[src/hdl/emt_pkg.sv]
// extent map translator package: field widths, stream packing, codes and shared types
// used by emt_lookup and extent_map_translator; no dependencies
`default_nettype none

package emt_pkg;

  // block geometry
  localparam int BLK_SHIFT   = 12;
  localparam int BLOCK_BYTES = 1 << BLK_SHIFT;

  // field widths
  localparam int TYPE_W   = 2;
  localparam int OFF_W    = 40;
  localparam int LEN_W    = 18;
  localparam int LBLK_W   = 28;
  localparam int PBLK_W   = 32;
  localparam int STATUS_W = 3;
  localparam int ADDR_W   = 44;
  localparam int SEG_W    = 13;
  localparam int POS_W    = OFF_W + 1;
  localparam int BNUM_W   = POS_W - BLK_SHIFT;

  // longest request, in bytes
  localparam logic [LEN_W-1:0] LEN_CAP = LEN_W'(63 * BLOCK_BYTES);

  // input tdata layout
  localparam int S_OFF_LSB   = 0;
  localparam int S_LEN_LSB   = S_OFF_LSB + OFF_W;
  localparam int S_LSTRT_LSB = S_LEN_LSB + LEN_W;
  localparam int S_PSTRT_LSB = S_LSTRT_LSB + LBLK_W;
  localparam int S_CNT_LSB   = S_PSTRT_LSB + PBLK_W;
  localparam int S_USED_W    = S_CNT_LSB + LBLK_W;
  localparam int S_TDATA_W   = ((S_USED_W + 7) / 8) * 8;
  localparam int S_TUSER_W   = TYPE_W;

  // output tdata / tuser layout
  localparam int M_USED_W  = ADDR_W + SEG_W;
  localparam int M_TDATA_W = ((M_USED_W + 7) / 8) * 8;
  localparam int M_TUSER_W = STATUS_W + 1;

  typedef enum logic [TYPE_W-1:0] {
    REQ_ADD    = 2'd0,
    REQ_READ   = 2'd1,
    REQ_WRITE  = 2'd2,
    REQ_IGNORE = 2'd3
  } req_type_e;

  typedef enum logic [STATUS_W-1:0] {
    ST_OK       = 3'd0,
    ST_FULL     = 3'd1,
    ST_EOF      = 3'd2,
    ST_UNMAPPED = 3'd3,
    ST_ZERO_LEN = 3'd4
  } status_e;

  typedef struct packed {
    logic [LBLK_W-1:0] count;
    logic [PBLK_W-1:0] phys;
    logic [LBLK_W-1:0] start;
  } extent_t;

  typedef struct packed {
    logic              start;
    logic [BNUM_W-1:0] lblock;
  } lookup_req_t;

  typedef struct packed {
    logic              done;
    logic              hit;
    logic [PBLK_W-1:0] pblock;
  } lookup_rsp_t;

  typedef enum logic [1:0] {
    LK_IDLE = 2'd0,
    LK_SCAN = 2'd1,
    LK_MAP  = 2'd2
  } lk_state_e;

  typedef enum logic [2:0] {
    SQ_IDLE      = 3'd0,
    SQ_DECODE    = 3'd1,
    SQ_CHK_LOOK  = 3'd2,
    SQ_CHK_WAIT  = 3'd3,
    SQ_SEG_LOOK  = 3'd4,
    SQ_SEG_WAIT  = 3'd5,
    SQ_SEG_OUT   = 3'd6,
    SQ_STATUS    = 3'd7
  } sq_state_e;

endpackage : emt_pkg

`default_nettype wire

[src/hdl/emt_ram.sv]
// generic single write port, single read port ram with registered read data
// no dependencies
`default_nettype none

module emt_ram #(
  parameter int WIDTH = 8,
  parameter int DEPTH = 16,
  parameter int AW    = (DEPTH > 1) ? $clog2(DEPTH) : 1
) (
  input  wire logic             clk_i,
  input  wire logic             we_i,
  input  wire logic [AW-1:0]    waddr_i,
  input  wire logic [WIDTH-1:0] wdata_i,
  input  wire logic [AW-1:0]    raddr_i,
  output logic      [WIDTH-1:0] rdata_o
);

  logic [WIDTH-1:0] mem_q [DEPTH];

  always_ff @(posedge clk_i) begin
    if (we_i) begin
      mem_q[waddr_i] <= wdata_i;
    end
    rdata_o <= mem_q[raddr_i];
  end

endmodule : emt_ram

`default_nettype wire

[src/hdl/emt_lookup.sv]
// extent lookup unit: scans the extent table one entry per cycle for the first
// extent covering a logical block and returns its physical block; uses emt_pkg
`default_nettype none

module emt_lookup #(
  parameter int MAX_EXTENTS = 16,
  parameter int CW          = $clog2(MAX_EXTENTS + 1),
  parameter int AW          = (MAX_EXTENTS > 1) ? $clog2(MAX_EXTENTS) : 1
) (
  input  wire logic                 clk_i,
  input  wire logic                 rst_ni,
  input  wire emt_pkg::lookup_req_t req_i,
  input  wire logic [CW-1:0]        used_i,
  output logic      [AW-1:0]        raddr_o,
  input  wire emt_pkg::extent_t     rdata_i,
  output emt_pkg::lookup_rsp_t      rsp_o
);

  import emt_pkg::*;

  lk_state_e           state_q, state_d;
  logic [CW-1:0]       idx_q, idx_d;
  logic                rd_vld_q, rd_vld_d;
  logic                done_q, done_d;
  logic                hit_q, hit_d;
  logic [BNUM_W-1:0]   lblock_q, lblock_d;
  logic [PBLK_W-1:0]   phys_q, phys_d;
  logic [LBLK_W-1:0]   diff_q, diff_d;
  logic [PBLK_W-1:0]   pblock_q, pblock_d;
  logic [BNUM_W-1:0]   ext_end;
  logic                hit_now;

  assign raddr_o = idx_q[AW-1:0];
  assign ext_end = {1'b0, rdata_i.start} + {1'b0, rdata_i.count};
  // rdata belongs to the entry read in the previous cycle
  assign hit_now = rd_vld_q && (lblock_q >= {1'b0, rdata_i.start}) && (lblock_q < ext_end);

  always_comb begin
    state_d  = state_q;
    idx_d    = idx_q;
    rd_vld_d = 1'b0;
    done_d   = 1'b0;
    hit_d    = hit_q;
    lblock_d = lblock_q;
    phys_d   = phys_q;
    diff_d   = diff_q;
    pblock_d = pblock_q;
    unique case (state_q)
      LK_IDLE: begin
        if (req_i.start) begin
          lblock_d = req_i.lblock;
          idx_d    = '0;
          state_d  = LK_SCAN;
        end
      end
      LK_SCAN: begin
        priority if (hit_now) begin
          phys_d  = rdata_i.phys;
          diff_d  = LBLK_W'(lblock_q - {1'b0, rdata_i.start});
          state_d = LK_MAP;
        end else if (idx_q >= used_i) begin
          hit_d   = 1'b0;
          done_d  = 1'b1;
          state_d = LK_IDLE;
        end else begin
          idx_d    = idx_q + CW'(1);
          rd_vld_d = 1'b1;
        end
      end
      LK_MAP: begin
        pblock_d = phys_q + {{(PBLK_W - LBLK_W){1'b0}}, diff_q};
        hit_d    = 1'b1;
        done_d   = 1'b1;
        state_d  = LK_IDLE;
      end
      default: begin
        state_d = LK_IDLE;
      end
    endcase
  end

  always_ff @(posedge clk_i or negedge rst_ni) begin
    if (!rst_ni) begin
      state_q  <= LK_IDLE;
      rd_vld_q <= 1'b0;
      done_q   <= 1'b0;
    end else begin
      state_q  <= state_d;
      rd_vld_q <= rd_vld_d;
      done_q   <= done_d;
    end
  end

  always_ff @(posedge clk_i) begin
    idx_q    <= idx_d;
    hit_q    <= hit_d;
    lblock_q <= lblock_d;
    phys_q   <= phys_d;
    diff_q   <= diff_d;
    pblock_q <= pblock_d;
  end

  assign rsp_o.done   = done_q;
  assign rsp_o.hit    = hit_q;
  assign rsp_o.pblock = pblock_q;

endmodule : emt_lookup

`default_nettype wire

[src/hdl/extent_map_translator.sv]
// extent map translator top level: request sequencer, extent table ram, output register
// uses emt_pkg, emt_ram, emt_lookup
//
//  channel  | dir | tdata                                        | tuser               | tlast
//  s_axis   | in  | offset, length, log start, phys start, count | req_type            | -
//  m_axis   | out | disk_address, segment_length                 | status, is_hole     | last_seg
//
// an add or status-only request runs decode and status, then waits for the output handshake
// each segment waits on a lookup that scans the table up to the matching extent, or over
// all used extents on a hole; a write first checks every block the same way
// the lookup unit scans the extent ram one entry per cycle, one lookup at a time
// s_axis_tready_o is high only while idle; a stalled result holds the sequencer
// reset empties the table and zeroes the file size; table contents need no clearing
`default_nettype none

module extent_map_translator #(
  parameter int MAX_EXTENTS = 16
) (
  input  wire logic                              clk_i,
  input  wire logic                              rst_ni,
  input  wire logic                              s_axis_tvalid_i,
  output logic                                   s_axis_tready_o,
  // byte_offset, byte_length, extent_logical_start, extent_physical_start,
  // extent_block_count, zero fill
  input  wire logic [emt_pkg::S_TDATA_W-1:0]     s_axis_tdata_i,
  // req_type
  input  wire logic [emt_pkg::S_TUSER_W-1:0]     s_axis_tuser_i,
  output logic                                   m_axis_tvalid_o,
  input  wire logic                              m_axis_tready_i,
  // disk_address, segment_length, zero fill
  output logic      [emt_pkg::M_TDATA_W-1:0]     m_axis_tdata_o,
  // status, is_hole
  output logic      [emt_pkg::M_TUSER_W-1:0]     m_axis_tuser_o,
  // last_seg
  output logic                                   m_axis_tlast_o
);

  import emt_pkg::*;

  localparam int CW = $clog2(MAX_EXTENTS + 1);
  localparam int AW = (MAX_EXTENTS > 1) ? $clog2(MAX_EXTENTS) : 1;

  sq_state_e          state_q, state_d;
  req_type_e          type_q, type_d;
  logic [OFF_W-1:0]   off_q, off_d;
  logic [LEN_W-1:0]   len_q, len_d;
  logic [POS_W-1:0]   end_q, end_d;
  extent_t            ext_q, ext_d;
  logic [POS_W-1:0]   pos_q, pos_d;
  logic [BNUM_W-1:0]  blk_q, blk_d;
  logic [BNUM_W-1:0]  last_blk_q, last_blk_d;
  logic [CW-1:0]      used_q, used_d;
  logic [POS_W-1:0]   fsize_q, fsize_d;
  status_e            status_q, status_d;
  logic               hit_q, hit_d;
  logic [PBLK_W-1:0]  pb_q, pb_d;

  logic               m_valid_q, m_valid_d;
  status_e            m_status_q, m_status_d;
  logic [ADDR_W-1:0]  m_addr_q, m_addr_d;
  logic [SEG_W-1:0]   m_len_q, m_len_d;
  logic               m_hole_q, m_hole_d;
  logic               m_last_q, m_last_d;

  logic               in_xfer;
  logic               out_free;
  logic [LEN_W-1:0]   in_len;
  logic [LEN_W-1:0]   in_len_cap;
  logic [OFF_W-1:0]   in_off;
  logic [BLK_SHIFT-1:0] inb;
  logic [SEG_W-1:0]   room;
  logic [SEG_W-1:0]   chunk;
  logic               seg_last;

  logic               ram_we;
  logic [AW-1:0]      ram_raddr;
  logic [$bits(extent_t)-1:0] ram_rdata;
  lookup_req_t        lk_req;
  lookup_rsp_t        lk_rsp;

  assign s_axis_tready_o = (state_q == SQ_IDLE);
  assign in_xfer  = s_axis_tvalid_i && s_axis_tready_o;
  assign out_free = !m_valid_q || m_axis_tready_i;

  assign in_off     = s_axis_tdata_i[S_OFF_LSB +: OFF_W];
  assign in_len     = s_axis_tdata_i[S_LEN_LSB +: LEN_W];
  assign in_len_cap = (in_len > LEN_CAP) ? LEN_CAP : in_len;

  // segment runs to the block boundary or the end of the request
  assign inb      = pos_q[BLK_SHIFT-1:0];
  assign room     = SEG_W'(BLOCK_BYTES) - {1'b0, inb};
  assign chunk    = ({{(LEN_W - SEG_W){1'b0}}, room} > len_q) ? len_q[SEG_W-1:0] : room;
  assign seg_last = (len_q == {{(LEN_W - SEG_W){1'b0}}, chunk});

  emt_ram #(
    .WIDTH ($bits(extent_t)),
    .DEPTH (MAX_EXTENTS),
    .AW    (AW)
  ) u_table (
    .clk_i   (clk_i),
    .we_i    (ram_we),
    .waddr_i (used_q[AW-1:0]),
    .wdata_i (ext_q),
    .raddr_i (ram_raddr),
    .rdata_o (ram_rdata)
  );

  emt_lookup #(
    .MAX_EXTENTS (MAX_EXTENTS),
    .CW          (CW),
    .AW          (AW)
  ) u_lookup (
    .clk_i   (clk_i),
    .rst_ni  (rst_ni),
    .req_i   (lk_req),
    .used_i  (used_q),
    .raddr_o (ram_raddr),
    .rdata_i (extent_t'(ram_rdata)),
    .rsp_o   (lk_rsp)
  );

  always_comb begin
    state_d    = state_q;
    type_d     = type_q;
    off_d      = off_q;
    len_d      = len_q;
    end_d      = end_q;
    ext_d      = ext_q;
    pos_d      = pos_q;
    blk_d      = blk_q;
    last_blk_d = last_blk_q;
    used_d     = used_q;
    fsize_d    = fsize_q;
    status_d   = status_q;
    hit_d      = hit_q;
    pb_d       = pb_q;
    ram_we     = 1'b0;
    lk_req.start  = 1'b0;
    lk_req.lblock = blk_q;

    m_valid_d  = m_valid_q && !m_axis_tready_i;
    m_status_d = m_status_q;
    m_addr_d   = m_addr_q;
    m_len_d    = m_len_q;
    m_hole_d   = m_hole_q;
    m_last_d   = m_last_q;

    unique case (state_q)
      SQ_IDLE: begin
        if (in_xfer) begin
          type_d      = req_type_e'(s_axis_tuser_i);
          off_d       = in_off;
          len_d       = in_len_cap;
          end_d       = {1'b0, in_off} + {{(POS_W - LEN_W){1'b0}}, in_len_cap};
          ext_d.start = s_axis_tdata_i[S_LSTRT_LSB +: LBLK_W];
          ext_d.phys  = s_axis_tdata_i[S_PSTRT_LSB +: PBLK_W];
          ext_d.count = s_axis_tdata_i[S_CNT_LSB +: LBLK_W];
          state_d     = SQ_DECODE;
        end
      end
      SQ_DECODE: begin
        unique case (type_q)
          REQ_ADD: begin
            if (used_q >= CW'(MAX_EXTENTS)) begin
              status_d = ST_FULL;
            end else begin
              ram_we   = 1'b1;
              used_d   = used_q + CW'(1);
              status_d = ST_OK;
            end
            state_d = SQ_STATUS;
          end
          REQ_IGNORE: begin
            state_d = SQ_IDLE;
          end
          REQ_READ, REQ_WRITE: begin
            priority if (len_q == '0) begin
              status_d = ST_ZERO_LEN;
              state_d  = SQ_STATUS;
            end else if (type_q == REQ_READ) begin
              if ({1'b0, off_q} >= fsize_q) begin
                status_d = ST_EOF;
                state_d  = SQ_STATUS;
              end else begin
                // clip the read at the end of the file
                if (end_q > fsize_q) begin
                  len_d = LEN_W'(fsize_q - {1'b0, off_q});
                end
                pos_d   = {1'b0, off_q};
                state_d = SQ_SEG_LOOK;
              end
            end else begin
              pos_d      = {1'b0, off_q};
              blk_d      = {1'b0, off_q[OFF_W-1:BLK_SHIFT]};
              last_blk_d = BNUM_W'((end_q - POS_W'(1)) >> BLK_SHIFT);
              state_d    = SQ_CHK_LOOK;
            end
          end
          default: begin
            state_d = SQ_IDLE;
          end
        endcase
      end
      SQ_CHK_LOOK: begin
        lk_req.start  = 1'b1;
        lk_req.lblock = blk_q;
        state_d       = SQ_CHK_WAIT;
      end
      SQ_CHK_WAIT: begin
        if (lk_rsp.done) begin
          priority if (!lk_rsp.hit) begin
            status_d = ST_UNMAPPED;
            state_d  = SQ_STATUS;
          end else if (blk_q == last_blk_q) begin
            // every block mapped: the write goes ahead and may grow the file
            if (end_q > fsize_q) begin
              fsize_d = end_q;
            end
            state_d = SQ_SEG_LOOK;
          end else begin
            blk_d   = blk_q + BNUM_W'(1);
            state_d = SQ_CHK_LOOK;
          end
        end
      end
      SQ_SEG_LOOK: begin
        lk_req.start  = 1'b1;
        lk_req.lblock = pos_q[POS_W-1:BLK_SHIFT];
        state_d       = SQ_SEG_WAIT;
      end
      SQ_SEG_WAIT: begin
        if (lk_rsp.done) begin
          hit_d   = lk_rsp.hit;
          pb_d    = lk_rsp.pblock;
          state_d = SQ_SEG_OUT;
        end
      end
      SQ_SEG_OUT: begin
        if (out_free) begin
          m_valid_d  = 1'b1;
          m_status_d = ST_OK;
          m_addr_d   = hit_q ? {pb_q, inb} : '0;
          m_len_d    = chunk;
          m_hole_d   = !hit_q;
          m_last_d   = seg_last;
          pos_d      = pos_q + {{(POS_W - SEG_W){1'b0}}, chunk};
          len_d      = len_q - {{(LEN_W - SEG_W){1'b0}}, chunk};
          state_d    = seg_last ? SQ_IDLE : SQ_SEG_LOOK;
        end
      end
      SQ_STATUS: begin
        if (out_free) begin
          m_valid_d  = 1'b1;
          m_status_d = status_q;
          m_addr_d   = '0;
          m_len_d    = '0;
          m_hole_d   = 1'b0;
          m_last_d   = 1'b1;
          state_d    = SQ_IDLE;
        end
      end
      default: begin
        state_d = SQ_IDLE;
      end
    endcase
  end

  always_ff @(posedge clk_i or negedge rst_ni) begin
    if (!rst_ni) begin
      state_q   <= SQ_IDLE;
      used_q    <= '0;
      fsize_q   <= '0;
      m_valid_q <= 1'b0;
    end else begin
      state_q   <= state_d;
      used_q    <= used_d;
      fsize_q   <= fsize_d;
      m_valid_q <= m_valid_d;
    end
  end

  always_ff @(posedge clk_i) begin
    type_q     <= type_d;
    off_q      <= off_d;
    len_q      <= len_d;
    end_q      <= end_d;
    ext_q      <= ext_d;
    pos_q      <= pos_d;
    blk_q      <= blk_d;
    last_blk_q <= last_blk_d;
    status_q   <= status_d;
    hit_q      <= hit_d;
    pb_q       <= pb_d;
    m_status_q <= m_status_d;
    m_addr_q   <= m_addr_d;
    m_len_q    <= m_len_d;
    m_hole_q   <= m_hole_d;
    m_last_q   <= m_last_d;
  end

  assign m_axis_tvalid_o = m_valid_q;
  assign m_axis_tdata_o  = {{(M_TDATA_W - M_USED_W){1'b0}}, m_len_q, m_addr_q};
  assign m_axis_tuser_o  = {m_hole_q, m_status_q};
  assign m_axis_tlast_o  = m_last_q;

endmodule : extent_map_translator

`default_nettype wire

[config.mk]
export PLATFORM = sky130hd
export DESIGN_NAME = extent_map_translator
export DESIGN_NICKNAME = d
export VERILOG_FILES = /design/src/hdl/emt_pkg.sv /design/src/hdl/emt_ram.sv /design/src/hdl/emt_lookup.sv /design/src/hdl/extent_map_translator.sv
export SDC_FILE = /design/constraint.sdc
export NUM_CORES = 2
export LEC_CHECK = 0
export BUFFER_PORTS_ARGS = -buffer_cell sky130_fd_sc_hd__buf_2
export CORE_ASPECT_RATIO = 1.2
export CORE_MARGIN = 2
export CORE_UTILIZATION = 56
export DETAILED_ROUTE_END_ITERATION = 10
export GPL_TIMING_DRIVEN = 0
export PLACE_DENSITY = 0.76
export SLEW_MARGIN = 20
export SYNTH_ARGS = -nofsm -noshare
export SYNTH_HDL_FRONTEND = slang
export SYNTH_SLANG_ARGS = --single-unit
[constraint.sdc]
create_clock -name clk_i -period 8.5 [get_ports clk_i]
set_input_delay 0.425 -clock clk_i [delete_from_list [all_inputs] [get_ports clk_i]]
set_output_delay 0.425 -clock clk_i [all_outputs]
set_load 0.02 [all_outputs]
==> results.sh <==
export IMPL_totalWireLength_um=229400
export IMPL_avgSynthCellArea_um2=17.98
export IMPL_setup_worst_path_class="reg -> reg"
export IMPL_synth_seq_cells=2063
export IMPL_htree_levels=4
export IMPL_ys_seq_area_frac=0.7026
export IMPL_synth_cells=4812
export IMPL_rows=158
export IMPL_grt_pass1_wl_um=331300
export IMPL_core_um2=154000
export IMPL_worstPathArrival_ns=8.21
export IMPL_p_leak_nw=34.90
export IMPL_rsz0062_at_grt="no"
export IMPL_violations="DRC"
export IMPL_slowest_delay_ns=0.58
export IMPL_synth_adder_area_share=0.04283
export IMPL_seqPwrFrac=0.402
export IMPL_holdCritPathClass="in -> async"
export IMPL_critPathSlowestCell="o31ai_1"
export IMPL_worst_skew_pair_late_latency_ns=0.85
export IMPL_synth_most_common_cell="edfxtp_1"
export IMPL_synthArstFlopShare=0.02618
export IMPL_fin_ws_ns=0.8764
export IMPL_slew_violations=0
export IMPL_gr_total_overflow=0
export IMPL_hold_viol=0
export IMPL_ys_flop_type="edfxtp_1"
export IMPL_cts_buffers=190
export IMPL_grt_pass1_vias=49610
export IMPL_cts_tree="done"
export IMPL_fin_util=0.6535
export IMPL_cts_path_max_buffers=3
export IMPL_fin_worst_skew_ns=0.04030
export IMPL_synth_xor_area_share=0.02713
export IMPL_drive_above_1_share=0.2206
export IMPL_power_frac_clock=0.266
export IMPL_swShare=0.3317
export IMPL_drc=2
export IMPL_fillers=9885
export IMPL_cp_common_cell="a21oi_1"
export IMPL_drtPass1Iterations=11
export IMPL_switchingPower_w=0.01087
export IMPL_place_area_um2=92760
export IMPL_ys_types=83
export IMPL_ioPinCount=229
export IMPL_synthTopCellsByArea="edfxtp_1 (67%), mux4_2 (11%), ha_1 (4.1%)"
export IMPL_portBuffers=215
export IMPL_irDropWorstVdd_uv=254.0
export IMPL_die_h_um=434.6
export IMPL_synth_simple_gate_area_share=0.04334
export IMPL_wl_per_cell_um=29.82
export IMPL_worst_ep_required_time_ns=9.08
export IMPL_nets=5971
export IMPL_cp_max_fo=10
export IMPL_netlist_area_um2=86530
export IMPL_area_delta_synth_final_pct=16.31
export IMPL_synth_top_family_by_area="multiplexers"
export IMPL_root_buffer="clkbuf_16"
export IMPL_tightest_slew_ns=1.324
export IMPL_die_w_um=362.8
export IMPL_numClockSinks=2063
export IMPL_synth_edff_count=1921
export IMPL_num_vias=48670
export IMPL_grt_antenna_before_repair=15
export IMPL_p_int_w=0.02189
export IMPL_track_usage=0.2930
export IMPL_placed_cells=7179
export IMPL_power_frac_comb=0.332
export IMPL_start_kind="register"
export IMPL_ys_warnings_count=0
export IMPL_design_area_um2=100600
export IMPL_p_per_area_nw_per_um2=325.5
export IMPL_final_antenna_net_count=0
export IMPL_setup_viol=0
export IMPL_gp_congestion=0.9170
export IMPL_synth_compound_area_frac=0.04306
export IMPL_vias_per_cell=6.328
export IMPL_fin_tns_setup_ns=0
export IMPL_endpoint_kind="register"
export IMPL_min_period_ns=7.624
export IMPL_maxCapViolCount=0
export IMPL_yosysTopAreaCell="edfxtp_1"
export IMPL_clk_pin_slew_ns=0.06
export IMPL_grt_start_max_net_pins=62
export IMPL_initial_core_util=0.5619
export IMPL_drtIter0Drc=5872
export IMPL_layoutNonFillerInstCount=7691
export IMPL_pre_cts_slack_ns=0.9541
export IMPL_period_share=0.8969
export IMPL_dp_hpwl_um=149500
export IMPL_yosys_mux_area_fraction=0.1254
export IMPL_yosysTopAreaCellShare=0.6667
export IMPL_dieArea_um2=157700
export IMPL_status="finished with violations"
export IMPL_fmax_mhz=131.2
export IMPL_synthTopCellsByCount="edfxtp_1 (1921), mux4_2 (440), ha_1 (285)"
export IMPL_cts_setup_buffers=0
export IMPL_max_slew_margin=0.1171
==> what timing repair did <==
item	4_1_cts	5_1_grt
hold buffers	149	0
hold endpoints to repair	225	0
gates resized for setup	0	0
==> power by group through the flow <==
stage / registers (W) / clock network (W) / logic [W]
detailed placement: 0.0133 / 0 / 0.0106
global placement: 0.0134 / 0 / 0.0102
global route: 0.0132 / 0.00916 / 0.0117
finish: 0.0132 / 0.00872 / 0.0109
CTS: 0.0131 / 0.00880 / 0.0108
floorplan: 0.0131 / 0 / 0.00723
==> sequential cells by signal (all words and copies together) (netlist names), 5 cells and up <==
name,count
u_lookup.pblock_q,32
pos_q,41
u_lookup.diff_q,28
end_q,41
u_lookup.lblock_q,29
u_table.mem_q,1408
u_lookup.phys_q,32
last_blk_q,29
u_lookup.idx_q,5
off_q,40
m_addr_q,44
len_q,18
blk_q,29
used_q,5
m_len_q,13
u_table.rdata_o,88
ext_q,88
fsize_q,41
pb_q,32
==> routing by layer <==
metal / global-route usage / routed length (um)
met1: 0.3614 / 82040
met2: 0.5048 / 117000
met3: 0.04770 / 18420
met4: 0.1457 / 11800
met5: 0 / 77
==> worst max-delay path, delay by kind of cell (launching register included) <==
kind	cells	cell delay (ns)
compound gates	9	1.72
xor+xnor	2	0.31
fa+ha+maj	2	0.57
buf+inv	4	1.29
flops	1	0.46
mux	1	0.46
simple gates	12	2.55
==> worst paths after layout <==
| path | start | endpoint | slack [ns] | cells after the start |
|---|---|---|---|---|
| setup reg to reg | pos_q[4] | pos_q[17] | 0.88 | 30 |
| hold / removal | rst_ni | fsize_q[32] | 0.12 | 3 |
| max in group asynchronous | rst_ni | fsize_q[33] | 7.53 | 3 |
| min in group clk_i | m_axis_tready_i | m_axis_tvalid_o | 0.18 | 3 |
| hold reg to reg | u_table.rdata_o[56] | u_lookup.phys_q[28] | 0.38 | 0 |
| setup / recovery | pos_q[4] | pos_q[17] | 0.88 | 30 |
==> placed cells by master, fill, tap and decap left out, types with 70 or more instances in the layout <==
master	netlist	routed
xor2_1	113	113
o21ai_0	169	169
dfxtp_1	88	88
a21o_1	109	109
clkbuf_16	0	195
ha_1	285	284
xnor2_1	155	155
mux4_2	440	440
nand2_1	192	192
inv_1	177	177
buf_2	1	222
nor2_1	152	137
edfxtp_1	1921	1921
a21oi_1	149	149
and3_1	70	70
dlygate4sd3_1	0	149
clkbuf_1	111	145
==> metrics by stage <==
stage               hold WS [ns]  total power, W
global route              0.1413         0.03404
finish                    0.1163         0.03276
detailed placement        0.2855         0.02390
global placement          0.3923         0.02363
floorplan                 0.1294         0.02034
CTS                      0.08683         0.03278
==> layout make-up <==
class / instances / area [um^2] / area share
buffer: 166 / 725.7 / 0.007211
antenna: 2 / 5.005 / 0.00004973
clock inverter: 105 / 1096 / 0.01089
multi-input combinational: 2412 / 24580 / 0.2442
sequential: 2063 / 60800 / 0.6041
inverter: 177 / 664.4 / 0.006602
timing repair buffer: 511 / 5024 / 0.04992
tap: 2000 / 2502 / 0.02487
clock buffer: 255 / 5245 / 0.05212
==> logic make-up (layout without fill, tap and decap cells) <==
group,count (synthesis),in the layout
AOI/OAI and AO/OA,589,589
xor gates and xnor gates,268,268
adders and majority gates,292,292
buffers and inverters,343,1214
DFF,2063,2063
muxes,525,525
other,1,9
and+or+nand+nor,731,731
No activity file was read; power rests on OpenSTA's default activity.
